**src/hdl/aes256_ram.sv**
```systemverilog
`timescale 1ns / 1ps
// ----------------------------------------------------------------------------
// aes256_ram
// generic single-port-write, single-read ram with registered read data
// ----------------------------------------------------------------------------
module aes256_ram #(
   parameter int Width = 128,
   parameter int Depth = 15
) (
   input  logic                     clock,
   input  logic                     wr_en,
   input  logic [$clog2(Depth)-1:0] wr_addr,
   input  logic [Width-1:0]         wr_data,
   input  logic [$clog2(Depth)-1:0] rd_addr,
   output logic [Width-1:0]         rd_data
);

   logic [Width-1:0] mem [Depth];
   logic [Width-1:0] rd_data_ff;

   always_ff @(posedge clock) begin
      if (wr_en) begin
         mem[wr_addr] <= wr_data;
      end
      rd_data_ff <= mem[rd_addr];
   end

   assign rd_data = rd_data_ff;

endmodule

```
**config.mk**
```make
export PLATFORM = sky130hd
export DESIGN_NAME = aes256_ram
export DESIGN_NICKNAME = d
export VERILOG_FILES = /design/src/hdl/aes256_ram.sv
export SDC_FILE = /design/constraint.sdc
export NUM_CORES = 2
export LEC_CHECK = 0
export ABC_AREA = 1
export BUFFER_PORTS_ARGS = -buffer_cell sky130_fd_sc_hd__buf_2
export CELL_PAD_IN_SITES_DETAIL_PLACEMENT = 0
export CELL_PAD_IN_SITES_GLOBAL_PLACEMENT = 1
export CORE_UTILIZATION = 40
export CTS_CLUSTER_DIAMETER = 40
export DETAILED_ROUTE_END_ITERATION = 7
export GPL_ROUTABILITY_DRIVEN = 0
export PLACE_DENSITY = 0.74
export SYNTH_ARGS = -nofsm -noshare
export SYNTH_HDL_FRONTEND = slang
export SYNTH_SLANG_ARGS = --single-unit
```
**constraint.sdc**
```tcl
create_clock -name clock -period 7.7 [get_ports clock]
set_input_delay 1.54 -clock clock [delete_from_list [all_inputs] [get_ports clock]]
set_output_delay 1.54 -clock clock [all_outputs]
set_load 0.01 [all_outputs]
```
==> run metrics <==
Pleak 36.7 nW; initial antenna violation count between 50 and 60; setup TNS 0 ps; run status complete, no violations; register area share after synthesis 74.5%; H-tree depth 5; Yosys warning total 0; Rows between 150 and 200; layout cell share with drive strength beyond 1 11.5%; crit path time final 3540 ps; clock sink total 2048; HPWL after DPL 98.2 mm; WL final 213 mm; sequential power share 45.5%; Post-Syn Area 80900 sq um; clk_lat worst skew 920 ps; cts hold-fix bufs 0; crit path kind input pin to flip-flop; DIE AREA 204000 sq um; most common cell after layout, fill and taps aside nand2_1; Die Y 452 microns; final hold vios 0; sw power ~0.0061 W; syn avg cell area 11.6 sq um; startpoint types input pin; GRT Util Overall 20.7%; Layout Nets 7384; unrepaired setup endpoints after global routing no; P&R area growth vs syn 17.2%; DR WL/cell 21.0 microns; combinational power share 5.0%; pin count of the biggest net entering global routing 185; maximum clock rate 282 MHz; Max Slew Vio Count 0; DR vias between 50000 and 60000; most frequent cells in the layout nand2_1, edfxtp_1, nand3_1; hold depth 4; Longest Clk Path Bufs 4; CP Capture Type flip-flop; vias in the first global route a little over 50000; Hold EP rd_data[82]; Clk network pwr share around half; switching fraction of total power 22.2%; Clock Skew 61.0 ps; clk root buf clkbuf_16; Max Cap Viol 0; Worst Path Max Fanout 70; Hold Crit Class flip-flop to flip-flop; peak supply drop approximately 210 uV; total core area approximately 200000 sq um; register area 60200 sq um; DR DRC count 0; PortBufs around 270; final instance area 94800 sq um; Hold Crit Start mem[14][82]; drt via density slightly above 5; initial core utilization 40.4%; # setup viols final 0; Cells after DPL 9594; Worst EP arrival 4300 ps; relative slew slack 22.1%; Post-Synthesis Cells 6999; Cell variety after synth 18; initial drt markers 3999; first-pass GRT wire length 318 mm; period utilization 46.0%; cell taking the most area after synthesis edfxtp_1; fin cells between 10000 and 15000; CTS-repair resized insts 0; required time of the critical path 8460 ps; synth top area cells edfxtp_1, nand2_1, nand3_1; clock transition at the registers of the reported paths 60 ps; CTS buffer count 306; pwr/cell area around 290 nW/um^2; multi-input logic area 17500 sq um; Crit Reg-Reg Endpoint rd_data[1]; FF-to-FF Start mem[9][1]; Reg2Reg Depth 8; DIE WIDTH 452 microns; ANT nets after route 0; placement-stage cell area approximately 85000 sq um; post-synth top area share 71.3%; I/O Pins roughly 270; register bit total from synthesis 2048; post-CTS setup buffer count 0; worst reg-to-reg setup slack between 6000 and 7000 ps; CTS tree yes; Int Pwr 0.0215 W; Worst-Margin Slew about 1200 ps; total congestion overflow 0; Filler cells between 15000 and 20000; Pre-antenna DRT Iters 6; Syn Nets roughly 7100
[cells in the mapped netlist]
master,instances
clkbuf_1,75
nand3b_1,2
dfxtp_1,128
buf_2,242
inv_1,334
buf_6,7
edfxtp_1,1920
nand2_1,2771
buf_8,1
o21ai_0,6
buf_1,32
buf_4,39
nor2_1,242
nand3_1,1176
o21ai_1,1
inv_4,1
or2_2,20
inv_2,2
[metal layers]
metal	GRT usage (%)	share of wire, %	up-vias
met5	0	0.12	-
met4	6.33	2.6	42
met3	4.16	6.2	399
met2	34.3	48	1423
met1	27.4	43	25233
li1	-	-	24254
[registers in the layout, summed over array words and instances (netlist names)]
signal   count
mem       1920
rd_data    128
[layout make-up]
type | instances | area share, %
flip-flops and latches | 2048 | 63.5
multi-input cells | 4218 | 18.4
clock buffers | 363 | 8.63
well taps | 2656 | 3.51
repair buffers | 335 | 2.34
clock inverters | 176 | 2.11
inverters | 337 | 1.38
diodes | 17 | 0.0449
[worst max-delay path: stages]
cell     delay [ps]
buf_8           450
buf_4           860
buf_4           780
nand3_1         150
nand3_1         120
nand2_1          60
nand2_1          50
nand2_1          70
[logic make-up after synthesis]
family | Yosys count | share of synthesized area [%]
buf+inv | 733 | 4.04
simple gates | 4211 | 21.4
flops | 2048 | 74.5
compound gates | 7 | 0.0433
[metrics by stage]
step           util, %  hold slack (ps)  worst slack (ps)  total power [W]
6_report          47.3              568              4160           0.0277
5_1_grt           47.3              641              4000           0.0285
4_1_cts           47.3              574              4200           0.0279
3_5_place_dp      42.2              571              3240           0.0142
3_3_place_gp      42.2              566              3250           0.0142
2_1_floorplan        -              549              8.60           0.0136
[power groups by stage]
| stage | clock network (W) | logic, W | registers (W) |
|---|---|---|---|
| final | 0.0137 | 0.00138 | 0.0126 |
| after global routing | 0.0144 | 0.00154 | 0.0126 |
| after CTS | 0.0139 | 0.00140 | 0.0126 |
| after detailed placement | 0 | 0.00139 | 0.0128 |
| after global placement | 0 | 0.00137 | 0.0128 |
| after floorplan | 0 | 0.000790 | 0.0128 |
[worst max-delay path by stage]
stage,startpoint,to,cells after the start
finish,rd_addr[1],rd_data[78],8
global route,rd_addr[0],rd_data[88],9
CTS,rd_addr[1],rd_data[78],8
detailed placement,rd_addr[1],rd_data[69],8
global placement,rd_addr[1],rd_data[105],8
floorplan,wr_addr[2],mem[10][0],2
(Power assumes the default switching activity.)
